==> src/rtl/u8u16_pkg.sv <==
// ----------------------------------------------------------------------------
// u8u16_pkg
// shared types and constants of the utf-8 to utf-16 transcoder
// ----------------------------------------------------------------------------
package u8u16_pkg;

    localparam logic [15:0] REPLACEMENT = 16'hFFFD;

    // what one input word leaves for the back end: replacements first, then main units
    typedef struct packed {
        logic [1:0]  repl;      // leading u+fffd count, 0..3
        logic [1:0]  main_cnt;  // main units after them, 0..2
        logic [15:0] unit0;
        logic [15:0] unit1;
        logic        last;      // word closes the string
    } bundle_t;

    // queue status towards the front end
    typedef struct packed {
        logic full;
        logic empty;
    } queue_status_t;

endpackage

==> src/rtl/u8u16_byte_if.sv <==
// ----------------------------------------------------------------------------
// u8u16_byte_if
// valid/ready channel carrying one utf-8 byte per word
// ----------------------------------------------------------------------------
interface u8u16_byte_if;
    logic       valid;
    logic       ready;
    logic [7:0] in_byte;
    logic       last_byte;

    modport source (output valid, output in_byte, output last_byte, input ready);
    modport sink   (input valid, input in_byte, input last_byte, output ready);
endinterface

==> src/rtl/u8u16_unit_if.sv <==
// ----------------------------------------------------------------------------
// u8u16_unit_if
// valid/ready channel carrying one utf-16 code unit per word
// ----------------------------------------------------------------------------
interface u8u16_unit_if;
    logic        valid;
    logic        ready;
    logic [15:0] code_unit;
    logic        last_unit;

    modport source (output valid, output code_unit, output last_unit, input ready);
    modport sink   (input valid, input code_unit, input last_unit, output ready);
endinterface

==> src/rtl/u8u16_front.sv <==
// ----------------------------------------------------------------------------
// u8u16_front
// takes utf-8 bytes, tracks the pending sequence, classifies each byte
// ----------------------------------------------------------------------------
module u8u16_front
(
    input  logic                    clk,
    input  logic                    rst_n,
    u8u16_byte_if.sink              bytes,
    input  u8u16_pkg::queue_status_t status,
    output logic                    push,
    output u8u16_pkg::bundle_t      bundle
);

    logic [7:0]  lead_reg;
    logic [7:0]  lead_next;
    logic [1:0]  cnt_reg;
    logic [1:0]  cnt_next;
    logic [7:0]  tail0_reg;
    logic [7:0]  tail1_reg;
    logic        accept;

    logic [7:0]  b;
    logic        last;
    logic [2:0]  need;
    logic [2:0]  lead_len;
    logic        follow_ok;
    logic        lead_emit;
    logic        lead_hold;
    logic [15:0] lead_unit;
    logic [20:0] cp;
    logic [20:0] cp_off;
    logic        store_tail;

    function automatic logic [2:0] seq_len(input logic [7:0] x);
        logic [2:0] n;
        n = 3'd0;
        if (x inside {[8'hC2:8'hDF]})
            n = 3'd2;
        else if (x inside {[8'hE0:8'hEF]})
            n = 3'd3;
        else if (x inside {[8'hF0:8'hF4]})
            n = 3'd4;
        return n;
    endfunction

    assign b           = bytes.in_byte;
    assign last        = bytes.last_byte;
    assign bytes.ready = !status.full;
    assign accept      = bytes.valid && bytes.ready;

    assign need     = seq_len(lead_reg);
    assign lead_len = seq_len(b);

    // narrowed second-byte ranges
    always_comb
    begin
        follow_ok = (b[7:6] == 2'b10);
        if (cnt_reg == 2'd1)
        begin
            if ((lead_reg == 8'hE0 && b < 8'hA0) || (lead_reg == 8'hED && b > 8'h9F) ||
                (lead_reg == 8'hF0 && b < 8'h90) || (lead_reg == 8'hF4 && b > 8'h8F))
                follow_ok = 1'b0;
        end
    end

    // byte taken as a fresh lead
    always_comb
    begin
        lead_emit = 1'b1;
        lead_hold = 1'b0;
        lead_unit = u8u16_pkg::REPLACEMENT;
        if (!b[7])
            lead_unit = {8'h00, b};
        else if (lead_len != 3'd0 && !last)
        begin
            lead_emit = 1'b0;
            lead_hold = 1'b1;
        end
    end

    always_comb
    begin
        case (need)
            3'd2:    cp = {10'd0, lead_reg[4:0], b[5:0]};
            3'd3:    cp = {5'd0, lead_reg[3:0], tail0_reg[5:0], b[5:0]};
            3'd4:    cp = {lead_reg[2:0], tail0_reg[5:0], tail1_reg[5:0], b[5:0]};
            default: cp = 21'd0;
        endcase
    end

    assign cp_off = cp - 21'h10000;

    always_comb
    begin
        bundle.repl     = 2'd0;
        bundle.main_cnt = 2'd0;
        bundle.unit0    = lead_unit;
        bundle.unit1    = 16'h0000;
        bundle.last     = last;
        lead_next       = lead_reg;
        cnt_next        = cnt_reg;
        store_tail      = 1'b0;

        if (cnt_reg == 2'd0 || need == 3'd0 || {1'b0, cnt_reg} >= need || !follow_ok)
        begin
            // flush what is held, then the byte starts over
            bundle.repl     = cnt_reg;
            bundle.main_cnt = lead_emit ? 2'd1 : 2'd0;
            cnt_next        = lead_hold ? 2'd1 : 2'd0;
            lead_next       = lead_hold ? b : 8'h00;
        end
        else if ({1'b0, cnt_reg} + 3'd1 == need)
        begin
            // sequence complete
            cnt_next  = 2'd0;
            lead_next = 8'h00;
            if (cp[20:16] != 5'd0)
            begin
                bundle.main_cnt = 2'd2;
                bundle.unit0    = {6'b110110, cp_off[19:10]};
                bundle.unit1    = {6'b110111, cp_off[9:0]};
            end
            else
            begin
                bundle.main_cnt = 2'd1;
                bundle.unit0    = cp[15:0];
            end
        end
        else if (last)
        begin
            // cut off by end of string
            bundle.repl     = cnt_reg;
            bundle.main_cnt = 2'd1;
            bundle.unit0    = u8u16_pkg::REPLACEMENT;
            cnt_next        = 2'd0;
            lead_next       = 8'h00;
        end
        else
        begin
            store_tail = 1'b1;
            cnt_next   = cnt_reg + 2'd1;
        end

        if (last)
        begin
            cnt_next  = 2'd0;
            lead_next = 8'h00;
        end
    end

    assign push = accept && (bundle.repl != 2'd0 || bundle.main_cnt != 2'd0);

    always_ff @(posedge clk or negedge rst_n)
    begin
        if (!rst_n)
        begin
            lead_reg <= 8'h00;
            cnt_reg  <= 2'd0;
        end
        else if (accept)
        begin
            lead_reg <= lead_next;
            cnt_reg  <= cnt_next;
        end
    end

    always_ff @(posedge clk)
    begin
        if (accept && store_tail)
        begin
            if (cnt_reg == 2'd1)
                tail0_reg <= b;
            else
                tail1_reg <= b;
        end
    end

endmodule

==> src/rtl/u8u16_queue.sv <==
// ----------------------------------------------------------------------------
// u8u16_queue
// small fifo of classified words between front and back end
// ----------------------------------------------------------------------------
module u8u16_queue
#(
    parameter int DEPTH = 4
)
(
    input  logic                     clk,
    input  logic                     rst_n,
    input  logic                     push,
    input  u8u16_pkg::bundle_t       wr_data,
    input  logic                     pop,
    output u8u16_pkg::bundle_t       head,
    output u8u16_pkg::queue_status_t status
);

    localparam int PTR_W = (DEPTH > 1) ? $clog2(DEPTH) : 1;
    localparam int CNT_W = $clog2(DEPTH + 1);

    u8u16_pkg::bundle_t  store_reg [DEPTH];
    logic [PTR_W-1:0]    wr_ptr_reg;
    logic [PTR_W-1:0]    wr_ptr_next;
    logic [PTR_W-1:0]    rd_ptr_reg;
    logic [PTR_W-1:0]    rd_ptr_next;
    logic [CNT_W-1:0]    count_reg;
    logic [CNT_W-1:0]    count_next;
    logic                do_push;
    logic                do_pop;

    assign status.full  = (count_reg == CNT_W'(DEPTH));
    assign status.empty = (count_reg == '0);
    assign do_push      = push && !status.full;
    assign do_pop       = pop && !status.empty;
    assign head         = store_reg[rd_ptr_reg];

    always_comb
    begin
        wr_ptr_next = wr_ptr_reg;
        rd_ptr_next = rd_ptr_reg;
        count_next  = count_reg;
        if (do_push)
            wr_ptr_next = (wr_ptr_reg == PTR_W'(DEPTH - 1)) ? '0 : wr_ptr_reg + 1'b1;
        if (do_pop)
            rd_ptr_next = (rd_ptr_reg == PTR_W'(DEPTH - 1)) ? '0 : rd_ptr_reg + 1'b1;
        if (do_push && !do_pop)
            count_next = count_reg + 1'b1;
        else if (do_pop && !do_push)
            count_next = count_reg - 1'b1;
    end

    always_ff @(posedge clk or negedge rst_n)
    begin
        if (!rst_n)
        begin
            wr_ptr_reg <= '0;
            rd_ptr_reg <= '0;
            count_reg  <= '0;
        end
        else
        begin
            wr_ptr_reg <= wr_ptr_next;
            rd_ptr_reg <= rd_ptr_next;
            count_reg  <= count_next;
        end
    end

    always_ff @(posedge clk)
    begin
        if (do_push)
            store_reg[wr_ptr_reg] <= wr_data;
    end

endmodule

==> src/rtl/u8u16_back.sv <==
// ----------------------------------------------------------------------------
// u8u16_back
// expands queued words into code units, one per cycle while units.ready does not stall it, into an output register
// ----------------------------------------------------------------------------
module u8u16_back
(
    input  logic                     clk,
    input  logic                     rst_n,
    input  u8u16_pkg::bundle_t       head,
    input  u8u16_pkg::queue_status_t status,
    output logic                     pop,
    u8u16_unit_if.source             units
);

    logic [1:0]  idx_reg;
    logic [1:0]  idx_next;
    logic        out_valid_reg;
    logic        out_valid_next;
    logic [15:0] code_unit_reg;
    logic        last_unit_reg;
    logic [2:0]  total;
    logic        is_final;
    logic        take;
    logic [1:0]  main_idx;
    logic [15:0] unit_sel;

    assign total    = {1'b0, head.repl} + {1'b0, head.main_cnt};
    assign is_final = ({1'b0, idx_reg} == total - 3'd1);
    assign take     = !status.empty && (!out_valid_reg || units.ready);
    assign pop      = take && is_final;
    assign main_idx = idx_reg - head.repl;

    always_comb
    begin
        if (idx_reg < head.repl)
            unit_sel = u8u16_pkg::REPLACEMENT;
        else if (main_idx == 2'd0)
            unit_sel = head.unit0;
        else
            unit_sel = head.unit1;
    end

    always_comb
    begin
        idx_next       = idx_reg;
        out_valid_next = out_valid_reg;
        if (take)
        begin
            idx_next       = is_final ? 2'd0 : idx_reg + 2'd1;
            out_valid_next = 1'b1;
        end
        else if (units.ready)
            out_valid_next = 1'b0;
    end

    always_ff @(posedge clk or negedge rst_n)
    begin
        if (!rst_n)
        begin
            idx_reg       <= 2'd0;
            out_valid_reg <= 1'b0;
        end
        else
        begin
            idx_reg       <= idx_next;
            out_valid_reg <= out_valid_next;
        end
    end

    always_ff @(posedge clk)
    begin
        if (take)
        begin
            code_unit_reg <= unit_sel;
            last_unit_reg <= head.last && is_final;
        end
    end

    assign units.valid     = out_valid_reg;
    assign units.code_unit = code_unit_reg;
    assign units.last_unit = last_unit_reg;

endmodule

==> src/rtl/utf8_to_utf16_transcoder_unit.sv <==
// path: an accepted byte's code units are written into the queue, then registered at the output
// throughput: one byte per cycle while the queue is not full and each byte yields at most one code unit;
//   the output side gives one code unit per cycle while units.ready is high, so bytes yielding several units
//   (surrogate pairs, flushed replacements) are absorbed by the QUEUE_DEPTH-word queue
// reset: asynchronous active-low, clears the pending sequence, queue and output register
// ----------------------------------------------------------------------------
// utf8_to_utf16_transcoder_unit
// utf-8 byte stream in, utf-16 code unit stream out, with replacement on bad input
// ----------------------------------------------------------------------------
module utf8_to_utf16_transcoder_unit
#(
    parameter int QUEUE_DEPTH = 4
)
(
    input  logic         clk,
    input  logic         rst_n,
    u8u16_byte_if.sink   bytes,
    u8u16_unit_if.source units
);

    // front end: decode state and per-byte classification
    // queue: words holding up to four code units each
    // back end: one code unit per cycle into the output register, while units.ready does not stall it

    u8u16_pkg::bundle_t       bundle;
    u8u16_pkg::bundle_t       head;
    u8u16_pkg::queue_status_t status;
    logic                     push;
    logic                     pop;

    // front end stalls only when the queue is full
    u8u16_front u_front
    (
        .clk    (clk),
        .rst_n  (rst_n),
        .bytes  (bytes),
        .status (status),
        .push   (push),
        .bundle (bundle)
    );

    // words that produce nothing (a held lead or continuation) never enter the queue
    u8u16_queue
    #(
        .DEPTH (QUEUE_DEPTH)
    )
    u_queue
    (
        .clk     (clk),
        .rst_n   (rst_n),
        .push    (push),
        .wr_data (bundle),
        .pop     (pop),
        .head    (head),
        .status  (status)
    );

    // back end pops a word in the cycle its final code unit is loaded into the output register
    u8u16_back u_back
    (
        .clk    (clk),
        .rst_n  (rst_n),
        .head   (head),
        .status (status),
        .pop    (pop),
        .units  (units)
    );

endmodule
==> src/flat_wrapper.sv <==
// flat-port wrapper written by rule: the top's interface ports become plain ports
module utf8_to_utf16_transcoder_unit_flat 
#(
    parameter int QUEUE_DEPTH = 4
)
  (clk, rst_n, bytes_valid, bytes_in_byte, bytes_last_byte, bytes_ready, units_valid, units_code_unit, units_last_unit, units_ready);
  u8u16_byte_if bytes_i ();
  u8u16_unit_if units_i ();
  input  logic clk;
  input  logic rst_n;
  input wire logic [$bits(bytes_i.valid)-1:0] bytes_valid;
  input wire logic [$bits(bytes_i.in_byte)-1:0] bytes_in_byte;
  input wire logic [$bits(bytes_i.last_byte)-1:0] bytes_last_byte;
  output wire logic [$bits(bytes_i.ready)-1:0] bytes_ready;
  output wire logic [$bits(units_i.valid)-1:0] units_valid;
  output wire logic [$bits(units_i.code_unit)-1:0] units_code_unit;
  output wire logic [$bits(units_i.last_unit)-1:0] units_last_unit;
  input wire logic [$bits(units_i.ready)-1:0] units_ready;
  assign bytes_i.valid = bytes_valid;
  assign bytes_i.in_byte = bytes_in_byte;
  assign bytes_i.last_byte = bytes_last_byte;
  assign bytes_ready = bytes_i.ready;
  assign units_valid = units_i.valid;
  assign units_code_unit = units_i.code_unit;
  assign units_last_unit = units_i.last_unit;
  assign units_i.ready = units_ready;
  utf8_to_utf16_transcoder_unit #(.QUEUE_DEPTH(QUEUE_DEPTH)) u_core (.clk(clk), .rst_n(rst_n), .bytes(bytes_i), .units(units_i));
endmodule
==> config.mk <==
export PLATFORM = sky130hd
export DESIGN_NAME = utf8_to_utf16_transcoder_unit_flat
export DESIGN_NICKNAME = d
export VERILOG_FILES = /design/src/rtl/u8u16_pkg.sv /design/src/rtl/u8u16_byte_if.sv /design/src/rtl/u8u16_unit_if.sv /design/src/rtl/u8u16_front.sv /design/src/rtl/u8u16_queue.sv /design/src/rtl/u8u16_back.sv /design/src/rtl/utf8_to_utf16_transcoder_unit.sv /design/src/flat_wrapper.sv
export SDC_FILE = /design/constraint.sdc
export NUM_CORES = 1
export LEC_CHECK = 0
export BUFFER_PORTS_ARGS = -buffer_cell sky130_fd_sc_hd__buf_2
export CORE_ASPECT_RATIO = 0.5
export CORE_MARGIN = 2
export CORE_UTILIZATION = 55
export CTS_CLUSTER_SIZE = 8
export DETAILED_ROUTE_END_ITERATION = 6
export MAX_ROUTING_LAYER = met4
export PLACE_DENSITY = 0.73
export SYNTH_ARGS = -nofsm -noshare
export SYNTH_HDL_FRONTEND = slang
export SYNTH_SLANG_ARGS = --single-unit
export TNS_END_PERCENT = 20
==> constraint.sdc <==
create_clock -name clk -period 3.5 [get_ports clk]
set_input_delay 0.35 -clock clk [delete_from_list [all_inputs] [get_ports clk]]
set_output_delay 0.35 -clock clk [all_outputs]
set_load 0.005 [all_outputs]
==> summary.txt <==
Finish
  • Final #Nets: 571
  • Area grow syn2layout: 13.72%
  • Share of cells above drive strength 1: 26.40%
  • Core Util, Final: 64.28%
  • Diode count: 0
  • Max FFs per register: 124

Worst setup path
  • CP Launch Type: flip-flop
  • Largest stage delay, worst path: 0.56 ns
  • Critical Path Most Common Cell: inv_1
  • Critical Path RT: 3.82 ns
  • CP max stage cell: mux4_2
  • CP arrival: 3.61 ns
  • Setup CP Type: reg -> reg
  • Critical path fanouts, max: 9
  • Worst r2r src: u_core.u_queue.rd_ptr_reg[0]
  • Critical-path cell list: mux4_2 > inv_1 > ha_1 > inv_1 > ha_1 > xnor2_1 > nand3_1 > inv_1 > nand2_1 > ha_1 > inv_1 > fa_1 > mux2_2
  • Crit path capture type: flip-flop
  • Buffers & Inverters on Critical Path: 4
  • Worst R2R Setup Slack: 0.21 ns
  • CP startpoint: u_core.u_queue.rd_ptr_reg[0]
  • Largest delay contributor family on the critical path: adder cells

Timing
  • TNS Setup: 0 ns
  • Final min period: 3.292 ns
  • Worst-Margin Slew: 0.8874 ns
  • # setup viols final: 0
  • Max Slew Vio Count: 0
  • Setup ws final: 0.2084 ns
  • Final worst-path cycle share: 94.05%
  • Unrepaired setup endpoints after global routing: false
  • Clock skew: 0.01188 ns
  • Slew headroom: 40.84%
  • Fin. Hold Viols: 0
  • Hold_ws: 0.1185 ns
  • Max Freq: 303.8 MHz

Place
  • GPL Wtd Cong: 0.9755
  • Pre-CTS setup slack: 0.2009 ns
  • I/O Buffers: 31
  • DP Wirelength: 10300 um

Route
  • Final WL: 15860 um
  • Drt first-iter violations: 440
  • Detailed-route vias per instance: 6.005
  • DR vias: 4474
  • DRT Pass-1 Iters: 5
  • Routed len/inst: 21.29 um
  • # DRC: 0
  • Routed Antenna Nets: 0

Power
  • Switching Fraction: 33.36%
  • Clock Power Share: 26.9%
  • PD cells: 803.9 nW/um^2
  • Static leakage: 3.044 nW
  • Seq pwr share: 42.7%
  • Gate power share: 30.4%
  • Tot Pwr: 0.007022 W
  • Int Power: 0.004679 W
  • Sw power: 0.002343 W
  • Maximum VDD drop: 0.4251 mV

Floorplanning
  • CORE AREA: 13590 sq um
  • Die H: 87.57 um
  • Die Width: 171.1 um
  • Initial Utilization: 56.53%
  • Rows: 30
  • Die ar.: 14980 sq um
  • # IOs: 32

Clock tree
  • CTS tree: built
  • Maximum clock path buffer count: 2
  • Clock sinks: 173
  • Root Driver: clkbuf_16
  • Hold buffer count at cts: 1
  • Worst-path clk slew: 0.07 ns
  • Skew-Pair Late Insertion Delay: 0.44 ns
  • H-tree levels: 4
  • Setup bufs post-CTS: 0
  • Total CTS buffers: 17
  • # resized after CTS: 0

Synthesis
  • Commonest cells post-synth: edfxtp_1 (153), nand2_1 (51), mux4_2 (31), inv_1 (24), dfrtp_1 (20)
  • Synth area leaders: edfxtp_1 (60%), mux4_2 (9.1%), dfrtp_1 (6.5%), ha_1 (2.8%), nand2_1 (2.5%)
  • Synthesized Nets: 523
  • Post-synthesis sequential area ratio: 66.33%
  • Synth Register Bits: 173
  • Synthesized area per cell: 15.61 sq um
  • Top-count cell post-synth: edfxtp_1
  • Yosys top cell area share: 59.81%
  • Fraction of registers with async set/reset: 11.56%
  • Synth Warn #: 0
  • Synth unique cells: 60
  • Post-synth EDFFs: 153
  • Syn Inst Count: 492
  • Yosys top cell by area: edfxtp_1
  • Ys flop type: edfxtp_1
  • Post-Syn Area: 7681 sq um

GRT
  • Initial antenna violation count: 0
  • Gr ovfl total: 0
  • GRT Overall Usage: 23.80%
  • First-pass GRT wire length: 24630 um
  • Largest net degree at the start of global routing: 32
  • Number of global-route vias before repair: 4321

Hold path
  • Hold Startpoint: units_ready
  • Hold Path Class: in -> reg

Run
  • Max-cap violations: 0

Status
  • Status: finished clean
power by group through the flow:
stage	clock network [W]	registers, W	logic [W]
after floorplan	0	0.00299	0.00154
after global placement	0	0.00302	0.00210
after detailed placement	0	0.00304	0.00213
after CTS	0.00191	0.00300	0.00215
after global routing	0.00201	0.00305	0.00236
final	0.00189	0.00300	0.00213
cell families (layout without fill, tap and decap cells):
family / Yosys count / count (layout) / share of synthesized area, %
xor gates and xnor gates: 9 / 9 / 1.271
DFF: 173 / 173 / 66.33
muxes: 37 / 37 / 10.05
and+or+nand+nor: 127 / 127 / 8.715
adders and majority gates: 18 / 18 / 3.030
AOI/OAI and AO/OA: 80 / 80 / 7.868
buffers and inverters: 48 / 109 / 2.736
per-layer routing:
metal	vias up	track usage (%)	wire length (um)	part of all wire (%)
li1	2014	-	-	-
met1	2230	35.11	7457	47
met2	214	33.47	6969	44
met3	16	5.829	1281	8.1
met4	0	6.086	150	0.95
met5	-	-	0	0
stage by stage:
step / instances / area [sq um]
finish: 745 / 8735
global route: 745 / 8735
CTS: 745 / 8735
detailed placement: 712 / 8115
global placement: 712 / 8115
floorplan: 492 / 7686
placed cells by master, fill, tap and decap left out, drive strengths merged, types with 2 or more instances in the layout:
cell type  instances
o22ai              2
edfxtp           153
a211oi             3
nor2b              2
clkbuf            17
nor4b              2
clkinv             7
a21o               6
mux2               5
o21a               7
a21oi             11
buf               51
xor2               5
mux4              31
nor4               9
nand4              3
nand2             52
o2111ai            3
nor3b              2
nor2              14
nand3             17
a22o              11
and2              11
inv               33
a22oi              8
xnor2              4
o21ai             17
nor3              10
a21boi             3
o31ai              4
dfrtp             20
ha                17
cell type report:
type,instances,area (sq um)
sequential,173,5096
fill,963,4853
multi-input combinational,271,2380
clock buffer,17,425.4
timing repair buffer,52,315.3
tap,192,240.2
clock inverter,15,183.9
inverter,25,93.84
final timing paths:
check / to / cells after the start
worst max register to register: u_core.u_queue.count_reg[1] / 13
max in group asynchronous: u_core.u_queue.rd_ptr_reg[0] / 2
worst min register to register: u_core.u_queue.count_reg[2] / 1
worst max-delay path: u_core.u_queue.count_reg[1] / 13
min in group asynchronous: u_core.u_back.units.valid / 2
worst min-delay path: u_core.u_back.units.valid / 2
(Power assumes the default switching activity.)
